## src/kpd_pkg.sv

```systemverilog
package kpd_pkg;

    localparam int unsigned KEY_W     = 4;
    localparam int unsigned CFG_IDX_W = 4;
    localparam int unsigned CFG_DAT_W = 16;

    localparam logic [CFG_IDX_W-1:0] REG_SETTLE_TICKS   = 4'd0;
    localparam logic [CFG_IDX_W-1:0] REG_PWM_PERIOD_M1  = 4'd1;
    localparam logic [CFG_IDX_W-1:0] REG_DUTY_STEP      = 4'd2;
    localparam logic [CFG_IDX_W-1:0] REG_DUTY_KEY_LIMIT = 4'd3;

    localparam logic [15:0] RST_SETTLE_TICKS   = 16'd2000;
    localparam logic [15:0] RST_PWM_PERIOD_M1  = 16'd999;
    localparam logic [12:0] RST_DUTY_STEP      = 13'd100;
    localparam logic [3:0]  RST_DUTY_KEY_LIMIT = 4'd10;

    typedef struct packed {
        logic [3:0] row_levels;
        logic       scan_request;
    } t_kpd_in;

    typedef struct packed {
        logic [3:0]  column_drive;
        logic [3:0]  key_code;
        logic        key_found;
        logic        scan_done;
        logic [15:0] compare_value;
        logic        pwm_out;
    } t_kpd_out;

    function automatic logic [KEY_W-1:0] key_lookup(input logic [3:0] idx);
        logic [KEY_W-1:0] k;
        case (idx)
            4'd0:    k = 4'h1;
            4'd1:    k = 4'h4;
            4'd2:    k = 4'h7;
            4'd3:    k = 4'hE;
            4'd4:    k = 4'h2;
            4'd5:    k = 4'h5;
            4'd6:    k = 4'h8;
            4'd7:    k = 4'h0;
            4'd8:    k = 4'h3;
            4'd9:    k = 4'h6;
            4'd10:   k = 4'h9;
            4'd11:   k = 4'hF;
            4'd12:   k = 4'hA;
            4'd13:   k = 4'hB;
            4'd14:   k = 4'hC;
            default: k = 4'hD;
        endcase
        return k;
    endfunction

    function automatic logic [1:0] top_row(input logic [3:0] pressed);
        logic [1:0] r;
        if (pressed[3]) begin
            r = 2'd3;
        end else if (pressed[2]) begin
            r = 2'd2;
        end else if (pressed[1]) begin
            r = 2'd1;
        end else begin
            r = 2'd0;
        end
        return r;
    endfunction

endpackage

```

## src/keypad_scan_pwm_duty.sv

```systemverilog
// Matrix keypad scanner that sets a PWM duty value from the decoded key.
// Each input item is one timebase tick carrying the four row levels (active
// low) and a scan request. Every accepted item produces exactly one output
// item with the column drive, the last key code, key-found and scan-done
// strobes, the PWM compare value and the PWM output for that tick.
// The block computes each item in one pass of short logic into an output
// register, and one item can be accepted every cycle while o_in_stall is
// low. A second output stage absorbs one item while the receiver stalls;
// o_in_stall rises only when both output stages hold items.
// The configuration channel is always ready and writes one register per
// handshake; unknown indexes are ignored. Writes are expected while idle.
// Reset returns the scanner to idle with all columns low, clears the key
// code, compare value and PWM counter, loads the default register values
// and empties both output stages.
module keypad_scan_pwm_duty #(
    parameter int unsigned NUM_COLUMNS = 4,
    parameter int unsigned NUM_ROWS    = 4
) (
    input  logic                              i_clk,
    input  logic                              i_rst_n,
    input  logic                              i_in_valid,
    output logic                              o_in_stall,
    input  kpd_pkg::t_kpd_in                  i_in_item,
    output logic                              o_out_valid,
    input  logic                              i_out_stall,
    output kpd_pkg::t_kpd_out                 o_out_item,
    input  logic                              i_cfg_valid,
    output logic                              o_cfg_ready,
    input  logic [kpd_pkg::CFG_IDX_W-1:0]     i_cfg_index,
    input  logic [kpd_pkg::CFG_DAT_W-1:0]     i_cfg_data
);
    import kpd_pkg::*;

    localparam logic [3:0] ROW_MASK = 4'((1 << NUM_ROWS) - 1);
    localparam logic [2:0] LAST_COL = 3'(NUM_COLUMNS);

    logic [15:0] r_settle_ticks;
    logic [15:0] r_pwm_period_m1;
    logic [12:0] r_duty_step;
    logic [3:0]  r_duty_key_limit;

    logic        r_scan_active, n_scan_active;
    logic [1:0]  r_column_index, n_column_index;
    logic [15:0] r_settle_count, n_settle_count;
    logic [3:0]  r_key_value, n_key_value;
    logic [15:0] r_compare, n_compare;
    logic [15:0] r_pwm_count, n_pwm_count;

    logic        r_out_valid;
    t_kpd_out    r_out;
    logic        r_skid_valid;
    t_kpd_out    r_skid;

    logic        accept;
    logic        out_fire;
    t_kpd_out    result;
    logic [15:0] count_inc;
    logic [3:0]  pressed;
    logic [3:0]  key_new;
    logic [16:0] product;
    logic        found;
    logic        done;

    assign o_cfg_ready = 1'b1;
    assign o_in_stall  = r_skid_valid;
    assign accept      = i_in_valid && !r_skid_valid;
    assign out_fire    = r_out_valid && !i_out_stall;
    assign o_out_valid = r_out_valid;
    assign o_out_item  = r_out;

    assign count_inc = r_settle_count + 16'd1;
    assign pressed   = ~i_in_item.row_levels & ROW_MASK;
    assign key_new   = key_lookup({r_column_index, top_row(pressed)});
    assign product   = 17'(key_new) * 17'(r_duty_step);

    always_comb begin
        n_scan_active  = r_scan_active;
        n_column_index = r_column_index;
        n_settle_count = r_settle_count;
        n_key_value    = r_key_value;
        n_compare      = r_compare;
        found          = 1'b0;
        done           = 1'b0;
        if (!r_scan_active) begin
            if (i_in_item.scan_request) begin
                n_scan_active  = 1'b1;
                n_column_index = 2'd0;
                n_settle_count = 16'd0;
            end
        end else begin
            n_settle_count = count_inc;
            if (count_inc >= r_settle_ticks) begin
                if (pressed != 4'd0) begin
                    n_key_value = key_new;
                    if (key_new <= r_duty_key_limit) begin
                        n_compare = product[16] ? 16'hFFFF : product[15:0];
                    end
                    found         = 1'b1;
                    done          = 1'b1;
                    n_scan_active = 1'b0;
                end else if ({1'b0, r_column_index} + 3'd1 >= LAST_COL) begin
                    done          = 1'b1;
                    n_scan_active = 1'b0;
                end else begin
                    n_column_index = r_column_index + 2'd1;
                    n_settle_count = 16'd0;
                end
            end
        end
        n_pwm_count = (r_pwm_count >= r_pwm_period_m1) ? 16'd0 : r_pwm_count + 16'd1;

        result.column_drive  = n_scan_active ? ~(4'd1 << n_column_index) : 4'd0;
        result.key_code      = n_key_value;
        result.key_found     = found;
        result.scan_done     = done;
        result.compare_value = n_compare;
        result.pwm_out       = r_pwm_count < n_compare;
    end

    always_ff @(posedge i_clk) begin
        if (!i_rst_n) begin
            r_settle_ticks   <= RST_SETTLE_TICKS;
            r_pwm_period_m1  <= RST_PWM_PERIOD_M1;
            r_duty_step      <= RST_DUTY_STEP;
            r_duty_key_limit <= RST_DUTY_KEY_LIMIT;
        end else if (i_cfg_valid) begin
            case (i_cfg_index)
                REG_SETTLE_TICKS:   r_settle_ticks   <= i_cfg_data;
                REG_PWM_PERIOD_M1:  r_pwm_period_m1  <= i_cfg_data;
                REG_DUTY_STEP:      r_duty_step      <= i_cfg_data[12:0];
                REG_DUTY_KEY_LIMIT: r_duty_key_limit <= i_cfg_data[3:0];
                default: ;
            endcase
        end
    end

    always_ff @(posedge i_clk) begin
        if (!i_rst_n) begin
            r_scan_active  <= 1'b0;
            r_column_index <= 2'd0;
            r_settle_count <= 16'd0;
            r_key_value    <= 4'd0;
            r_compare      <= 16'd0;
            r_pwm_count    <= 16'd0;
        end else if (accept) begin
            r_scan_active  <= n_scan_active;
            r_column_index <= n_column_index;
            r_settle_count <= n_settle_count;
            r_key_value    <= n_key_value;
            r_compare      <= n_compare;
            r_pwm_count    <= n_pwm_count;
        end
    end

    always_ff @(posedge i_clk) begin
        if (!i_rst_n) begin
            r_out_valid  <= 1'b0;
            r_skid_valid <= 1'b0;
        end else begin
            if (out_fire) begin
                if (r_skid_valid) begin
                    r_out_valid  <= 1'b1;
                    r_skid_valid <= 1'b0;
                end else begin
                    r_out_valid <= accept;
                end
            end else if (accept) begin
                if (r_out_valid) begin
                    r_skid_valid <= 1'b1;
                end else begin
                    r_out_valid <= 1'b1;
                end
            end
        end
    end

    always_ff @(posedge i_clk) begin
        if (out_fire) begin
            if (r_skid_valid) begin
                r_out <= r_skid;
            end else if (accept) begin
                r_out <= result;
            end
        end else if (accept) begin
            if (r_out_valid) begin
                r_skid <= result;
            end else begin
                r_out <= result;
            end
        end
    end

endmodule
```

## config.mk

```make
export PLATFORM = sky130hd
export DESIGN_NAME = keypad_scan_pwm_duty
export DESIGN_NICKNAME = d
export VERILOG_FILES = /design/src/kpd_pkg.sv /design/src/keypad_scan_pwm_duty.sv
export SDC_FILE = /design/constraint.sdc
export NUM_CORES = 1
export LEC_CHECK = 0
export ABC_AREA = 1
export BUFFER_PORTS_ARGS = -buffer_cell sky130_fd_sc_hd__buf_4
export CORE_ASPECT_RATIO = 0.8
export CORE_UTILIZATION = 56
export DETAILED_ROUTE_END_ITERATION = 10
export GPL_ROUTABILITY_DRIVEN = 0
export PLACE_DENSITY = 0.83
export SLEW_MARGIN = 20
export SYNTH_ARGS = -nofsm -noshare
export SYNTH_HDL_FRONTEND = slang
export SYNTH_SLANG_ARGS = --single-unit
export TNS_END_PERCENT = 5
```

## constraint.sdc

```tcl
create_clock -name i_clk -period 4.5 [get_ports i_clk]
set_input_delay 0 -clock i_clk [delete_from_list [all_inputs] [get_ports i_clk]]
set_output_delay 0 -clock i_clk [all_outputs]
set_load 0.05 [all_outputs]
```

==> results of run 1 <==
[per-layer routing]
metal	global-route usage	wire length, um	vias to the layer above
li1	-	-	4115
met1	0.4029	10960	4299
met3	0.07752	3142	189
met4	0.1914	1880	0
met2	0.5467	13960	603
met5	0	0	-
[cell usage in the layout (no fill, tap or decap), types with 15 or more instances in the layout]
cell type / n
nand2_1: 192
inv_1: 177
buf_4: 148
a21oi_1: 114
dfxtp_1: 104
o21ai_0: 86
nor2_1: 84
ha_1: 57
edfxtp_1: 54
nand2_2: 30
xor2_1: 24
fa_1: 21
inv_2: 19
o21ai_1: 19
clkbuf_16: 19
dlygate4sd3_1: 19
ha_4: 16
nor2_2: 15
[area by class of cell]
class | instances | area (um^2)
multi-input cells | 779 | 5256
fillers | 944 | 3923
flip-flops and latches | 160 | 3751
repair buffers | 179 | 1481
inverters | 201 | 769.5
clock buffers | 23 | 515.5
well taps | 215 | 269.0
clock inverters | 9 | 91.34
[kinds of logic (layout without fill, tap and decap cells)]
| family | Yosys count | after routing | share of synthesized area |
|---|---|---|---|
| simple gates | 393 | 393 | 0.1808 |
| flops | 160 | 160 | 0.4002 |
| buf+inv | 238 | 412 | 0.09697 |
| fa+ha+maj | 96 | 96 | 0.1461 |
| other cells | 1 | 1 | 0.0004009 |
| xor+xnor | 36 | 36 | 0.03451 |
| compound gates | 253 | 253 | 0.1410 |
[power by group]
part           switching [W]  total, W  internal, W
combinational       0.000522  0.000883     0.000361
sequential         0.0000287   0.00159      0.00156
clock               0.000635   0.00151     0.000872
[worst min-delay path, delay by kind of cell]
family / cells / cell delay (ns)
AO/OA/AOI/OAI: 1 / 0.15
buffers and inverters: 1 / 0.11
AND/OR/NAND/NOR: 2 / 0.18
[state kept, by name, summed over array words and instances (netlist names), 4 cells and up]
register,cells
r_compare,16
r_pwm_count,16
o_out_item,27
r_duty_key_limit,4
r_skid,27
r_duty_step,13
r_settle_ticks,16
r_pwm_period_m1,16
r_key_value,4
r_settle_count,16
[through the flow]
stage / TNS, ns / power, W
global route: -10.53 / 0.004090
global placement: -0.2847 / 0.002248
floorplan: 0 / 0.002014
finish: -7.356 / 0.003976
CTS: -0.002607 / 0.003872
detailed placement: -1.012 / 0.002267
[timing repair]
action / in CTS / in global routing
pin swaps: 63 / 38
setup buffers: 23 / 5
hold buffers: 19 / 0
gates cloned: 4 / 0
hold endpoints to repair: 51 / 0
gates resized for setup: 106 / 45
endpoints found under the setup margin: 2 / 8
[worst max-delay path by stage]
stage | endpoint | slack [ns] | cells past startpoint
global route | o_out_item[0] | -0.89 | 31
detailed placement | o_out_item[0] | -0.54 | 30
CTS | o_out_item[0] | -0.003 | 32
finish | o_out_item[0] | -0.82 | 31
floorplan | o_out_item[0] | 0.007 | 28
global placement | o_out_item[0] | -0.16 | 29
==> impl_metrics.json, run 1 <==
{
  "vias": 9206,
  "core_um2": 16060,
  "end_kind": "flip-flop",
  "synthMostInstantiatedCell": "nand2_1",
  "path_buf_inv": 5,
  "synth_area_leader_cell": "dfxtp_1",
  "drv_cap": 0,
  "route.detailed.wl_per_inst_um": 19.11,
  "dr.pass1.iters": 9,
  "pre_cts_ws_ns": -0.5354,
  "start_util": 0.5826,
  "design_area_um2": 12130,
  "netlist_instances": 1177,
  "grt_pass1_wl_mm": 44.68,
  "post-route-period-util": 1.183,
  "ios": 60,
  "fmax_ghz": 0.1878,
  "startpoint": "r_column_index[0]",
  "drtIter0Drc": 1065,
  "p_leak_nw": 5.709,
  "hold_depth": 4,
  "via_per_inst": 5.879,
  "ys_seq_area_frac": 0.4002,
  "rr_endpoint": "o_out_item[0]",
  "htree_levels": 4,
  "clock-skew-final_ns": 0.007890,
  "cts_tree": "done",
  "numCtsBuffers": 17,
  "cp_slowest_cell": "fa_1",
  "track_usage": 0.3336,
  "dp_hpwl_mm": 16.91,
  "antenna_found_initial": 0,
  "cp.arrival_ns": 5.62,
  "nets": 1464,
  "grt_start_max_net_pins": 56,
  "postPlaceCellArea_um2": 10490,
  "clock_path_buffers": 2,
  "diodes": 0,
  "rows": 41,
  "clkTransAtPathRegs_ns": 0.07,
  "start_kind": "flip-flop",
  "synth_common_cells": "nand2_1, inv_1, a21oi_1",
  "fp.dieH_um": 117.6,
  "critPathKind": "reg2reg",
  "worstReg2RegStart": "r_column_index[0]",
  "synthArstFlopShare": 0,
  "syn_nets": 1303,
  "route.detailed.drc": 0,
  "drive_gt1_frac": 0.2554,
  "r2r_cells": 31,
  "power_density_nw_per_um2": 327.7,
  "finalHoldViolCount": 0,
  "ir_drop_mv": 0.2863,
  "report.final.setup_viol": 38,
  "finalWirelength_mm": 29.93,
  "synth_edf_count": 54,
  "final_cells": 1566,
  "worst_slew_pin_slew_ns": 0.9917,
  "area_growth_pct": 29.72,
  "cts-root-buf": "clkbuf_16",
  "fin_util": 0.7557,
  "ys.flop_type": "dfxtp_1",
  "rrSetupSlack_ns": -0.82,
  "netlist-cell-type-count": 46,
  "syn_avg_cell_area_um2": 7.947,
  "netlist_area_um2": 9354,
  "hp-class": "in2reg",
  "cp_common_cell": "nand2_2",
  "synthDominantCellAreaShare": 0.2269,
  "synth_area_leaders": "dfxtp_1, edfxtp_1, ha_1",
  "status": "finished, violations left",
  "ys_ff_latch": 160,
  "cts.sinks": 160,
  "crit_required_ns": 4.80,
  "min_delay_worst_endpoint": "r_duty_key_limit[3]",
  "cp_max_fo": 7,
  "grt_setup_unrepaired": "true",
  "layout_min_cycle_time_ns": 5.324,
  "portBuffers": 58,
  "placedCellCount": 1483,
  "hp-start": "i_cfg_index[0]",
  "ant_nets": 0,
  "max_stage_delay_ns": 0.58,
  "relSlewSlack": 0.3348,
  "grt_pass1_vias": 9117,
  "grt_overflow_total": 0,
  "slew_viol_final": 0,
  "setup_ws_ns": -0.8240,
  "clock_latency_ns": 0.44,
  "holdWs_ns": 0.04058,
  "cp_top_family": "simple AND/OR/NAND/NOR gates",
  "die_w_um": 146.5,
  "violations": "negative setup slack",
  "die_area_um2": 17230,
  "ys_warn_count": 0
}
Power figures use the tool's default switching activity.
==> run 2: changes to the inputs <==
- CORE_UTILIZATION: 56 -> 66
- PLACE_DENSITY: 0.83 -> 0.92
- clock period: 4.5 -> 6.6 ns (I/O delays scaled with it)
==> run 2 against run 1 <==
  * The flow now finishes without violations
  * Register-to-register slack improved by 1.5 ns
  * Setup slack improved by 1.5 ns
  * Fmax fell by 9.4%
  * Highest routed layer unchanged
==> impl_metrics.json, run 2 (same netlist as run 1, synthesis figures left out) <==
{
  "antenna_found_initial": 0,
  "cts.sinks": 160,
  "max_stage_delay_ns": 0.56,
  "clock-skew-final_ns": 0.008886,
  "fp.dieH_um": 108.5,
  "fmax_ghz": 0.1701,
  "post_cts_buffers": 0,
  "dp_hpwl_mm": 16.55,
  "grt_setup_unrepaired": "false",
  "numCtsBuffers": 17,
  "end_kind": "flip-flop",
  "worstReg2RegStart": "r_column_index[0]",
  "layout_min_cycle_time_ns": 5.879,
  "worst_slew_pin_slew_ns": 1.020,
  "clock_latency_ns": 0.44,
  "ir_drop_mv": 0.1939,
  "p_leak_nw": 5.134,
  "finalWirelength_mm": 23.86,
  "cp_slowest_cell": "nor2_1",
  "hp-start": "i_rst_n",
  "fin_util": 0.7795,
  "ant_nets": 0,
  "core_um2": 13690,
  "grt_pass1_wl_mm": 38.17,
  "vias": 8318,
  "status": "finished, final reports clean",
  "final_cell_mix": "nand2_1, inv_1, a21oi_1, dfxtp_1, nor2_1",
  "grt_overflow_total": 0,
  "cts_tree": "done",
  "track_usage": 0.3409,
  "route.detailed.wl_per_inst_um": 16.64,
  "clock_path_buffers": 2,
  "design_area_um2": 10670,
  "power_density_nw_per_um2": 230.7,
  "via_per_inst": 5.801,
  "htree_levels": 4,
  "clkTransAtPathRegs_ns": 0.07,
  "r2r_cells": 31,
  "drv_cap": 0,
  "slew_viol_final": 0,
  "post-route-period-util": 0.8908,
  "final_common_cell": "nand2_1",
  "cp_max_fo": 12,
  "crit_required_ns": 6.90,
  "portBuffers": 58,
  "start_util": 0.6831,
  "nets": 1367,
  "grt_pass1_vias": 8077,
  "finalSetupTns_ns": 0,
  "finalHoldViolCount": 0,
  "report.final.setup_viol": 0,
  "drtIter0Drc": 692,
  "grt_start_max_net_pins": 56,
  "dr.pass1.iters": 6,
  "cp.arrival_ns": 6.18,
  "relSlewSlack": 0.3191,
  "ios": 60,
  "drive_gt1_frac": 0.1077,
  "hp-class": "in2reg",
  "start_kind": "flip-flop",
  "route.detailed.drc": 0,
  "die_w_um": 135.1,
  "critPathKind": "reg2reg",
  "die_area_um2": 14660,
  "postPlaceCellArea_um2": 9906,
  "startpoint": "r_column_index[0]",
  "cp_common_cell": "nand2_1",
  "n_fill_cell": 883,
  "area_growth_pct": 14.11,
  "diodes": 0,
  "rows": 38,
  "hold_depth": 2,
  "cts-root-buf": "clkbuf_16"
}
## run 2: changes by cell type in the layout (fill, tap and decap cells not counted), moves of 8 or more
cell and change:
inv_2 -15, buf_6 -8, a21oi_1 +8, inv_1 +19, ha_4 -16, nand2_1 +33, ha_1 +17, buf_4 -85
nand2_2 -26, nor2_1 +10
## run 2: path summary, 6_finish.rpt
kind	endpoint	slack, ns
worst max-delay path	o_out_item[0]	0.72
worst min-delay path	r_pwm_period_m1[0]	0.02
worst max register to register	o_out_item[0]	0.72
worst min register to register	r_settle_ticks[12]	0.47
## run 2: per-stage QoR
step	worst slack [ns]	hold WS (ns)	power [W]	std cells
final	0.7209	0.02475	0.002462	1434
after global routing	0.2674	0.06465	0.002541	1434
after CTS	0.7852	0.004442	0.002452	1434
after detailed placement	0.9410	0.2464	0.001480	1383
after global placement	1.253	0.2412	0.001461	1383
after floorplan	1.928	0.1263	0.001366	1177
## run 2: layer usage
layer | GRT usage | up-vias | part of all wire
li1 | - | 3918 | -
met1 | 0.4108 | 3886 | 0.39
met2 | 0.5919 | 432 | 0.49
met3 | 0.06845 | 82 | 0.085
met4 | 0.1509 | 0 | 0.035
met5 | 0 | - | 0
## run 2: worst max-delay path: cells and delay by family, from the launching register on
family | cells | cell delay [ns]
compound gates | 4 | 0.82
fa+ha+maj | 4 | 1.73
buf+inv | 6 | 0.85
flops | 1 | 0.50
simple gates | 17 | 1.84
## run 2: area by class of cell
type,instances,area (um^2),share of cell area
tap,180,225.2,0.02110
multi-input combinational,779,4710,0.4412
inverter,201,754.5,0.07068
timing repair buffer,82,663.1,0.06213
sequential,160,3744,0.3507
clock inverter,14,138.9,0.01301
clock buffer,18,439.2,0.04114
## run 2: timing repair
item	4_1_cts	5_1_grt
hold endpoints to repair	51	0
endpoints found under the setup margin	0	0
resized for setup	0	0
hold buffers	19	0
## run 2: report_power, final
part	switching, W	total, W	internal (W)
logic	0.000270	0.000402	0.000132
registers	0.0000182	0.00108	0.00106
clock network	0.000416	0.000980	0.000564
total	0.000704	0.00246	0.00176
==> run 3: changes to the inputs <==
- RECOVER_POWER: unset -> 100
==> run 3 against run 2 <==
  * The flow now finishes with violations (max-capacitance violations, max-slew violations)
  * Final cell count is the same
  * Largest power group unchanged
  * Flip-flop and latch count stayed put
  * Global-route usage unchanged
==> impl_metrics.json, run 3 (same netlist as run 1, synthesis figures left out) <==
{
  "via_per_inst": 5.833,
  "core_um2": 13690,
  "cts-root-buf": "clkbuf_16",
  "violations": "max-capacitance violations, max-slew violations",
  "met1_usage": 0.4108,
  "area_growth_pct": 12.17,
  "cts-hold-fix-buffers": 19,
  "ir_drop_mv": 0.1931,
  "path_buf_inv": 7,
  "design_area_um2": 10490,
  "antenna_found_initial": 0,
  "grt_setup_unrepaired": "false",
  "dr.pass1.iters": 6,
  "postPlaceCellArea_um2": 9906,
  "p_leak_nw": 4.991,
  "rows": 38,
  "cp_top_family": "simple AND/OR/NAND/NOR gates",
  "ios": 60,
  "grt_pass1_wl_mm": 38.17,
  "rrSetupSlack_ns": 0.67,
  "r2r_cells": 33,
  "portBuffers": 58,
  "slew_viol_final": 140,
  "grtUsageMet2": 0.5919,
  "grt.met3_usage": 0.06845,
  "drv_cap": 3,
  "clock_path_buffers": 2,
  "fmax_ghz": 0.1687,
  "cts_resized": 0,
  "cp_common_cell": "nand2_1",
  "max_stage_delay_ns": 0.55,
  "layout_min_cycle_time_ns": 5.929,
  "numCtsBuffers": 17,
  "final_cells": 1434,
  "worst_slew_pin_slew_ns": 2.611,
  "cp_max_fo": 12,
  "clock_latency_ns": 0.44,
  "critPathKind": "reg2reg",
  "report.final.setup_viol": 0,
  "grt_start_max_net_pins": 56,
  "grt_pass1_vias": 8077,
  "grt_overflow_total": 0,
  "hold_depth": 4,
  "diodes": 0,
  "busiest_layer": "met2",
  "route.detailed.drc": 0,
  "start_util": 0.6831,
  "finalHoldViolCount": 0,
  "dp_hpwl_mm": 16.55,
  "nets": 1367,
  "relSlewSlack": -0.7471,
  "ant_nets": 0,
  "crit_required_ns": 6.89,
  "hp-class": "in2reg",
  "n_fill_cell": 939,
  "end_kind": "flip-flop",
  "clock-skew-final_ns": 0.008317,
  "clkTransAtPathRegs_ns": 0.07,
  "fp.dieH_um": 108.5,
  "cp_slowest_cell": "fa_1",
  "cts.sinks": 160,
  "finalSetupTns_ns": 0,
  "post-route-period-util": 0.8983,
  "track_usage": 0.3409,
  "status": "finished, violations left",
  "final_cell_mix": "nand2_1, inv_1, a21oi_1, dfxtp_1, o21ai_0",
  "post_cts_buffers": 0,
  "htree_levels": 4,
  "vias": 8365,
  "drtIter0Drc": 719,
  "finalWirelength_mm": 23.83,
  "drive_gt1_frac": 0.06858,
  "power_density_nw_per_um2": 233.0,
  "route.detailed.wl_per_inst_um": 16.62,
  "cts_tree": "done",
  "die_area_um2": 14660,
  "holdWs_ns": 0.05120,
  "cp.arrival_ns": 6.22,
  "worst-path-stages": 33,
  "start_kind": "flip-flop",
  "die_w_um": 135.1,
  "final_common_cell": "nand2_1",
  "placedCellCount": 1383
}
-- run 3: cell types whose count changed in the layout (fill, tap and decap cells not counted), sizes merged --
cell / change
clkbuf: +34
buf: -34
-- run 3: through the flow --
stage / worst slack, ns / utilization / total power, W
after floorplan: 1.928 / - / 0.001366
after global placement: 1.253 / 0.7234 / 0.001461
after detailed placement: 0.9410 / 0.7234 / 0.001480
after CTS: 0.7852 / 0.7795 / 0.002452
after global routing: 0.1916 / 0.7663 / 0.002527
final: 0.6715 / 0.7663 / 0.002445
-- run 3: worst paths after layout --
kind | start | end
worst max-delay path | r_column_index[0] | o_out_item[0]
worst min-delay path | i_cfg_index[1] | r_pwm_period_m1[2]
worst max register to register | r_column_index[0] | o_out_item[0]
worst min register to register | r_pwm_period_m1[12] | r_pwm_period_m1[12]
-- run 3: layout make-up --
class	instances	area (um^2)	area share
clock buffers	18	439.2	0.04186
clock inverters	14	138.9	0.01324
inverters	201	754.5	0.07191
multi-input cells	779	4656	0.4437
flip-flops and latches	160	3744	0.3568
well taps	180	225.2	0.02146
repair buffers	82	535.5	0.05104
-- run 3: worst reg2reg max path, delay by kind of cell (launching register included) --
| family | cells | cell delay (ns) |
|---|---|---|
| compound gates | 3 | 0.64 |
| fa+ha+maj | 4 | 1.73 |
| buf+inv | 7 | 0.95 |
| flops | 1 | 0.48 |
| simple gates | 19 | 1.97 |
-- run 3: metal layers --
| metal | wire (um) | vias up |
|---|---|---|
| li1 | - | 3918 |
| met4 | 748 | 0 |
| met3 | 2038 | 71 |
| met2 | 11590 | 436 |
| met5 | 0 | - |
| met1 | 9455 | 3940 |
-- run 3: power breakdown --
group,switching (W),internal (W)
Combinational,0.000269,0.000118
Clock,0.000413,0.000564
Sequential,0.0000175,0.00106
Total,0.000700,0.00174
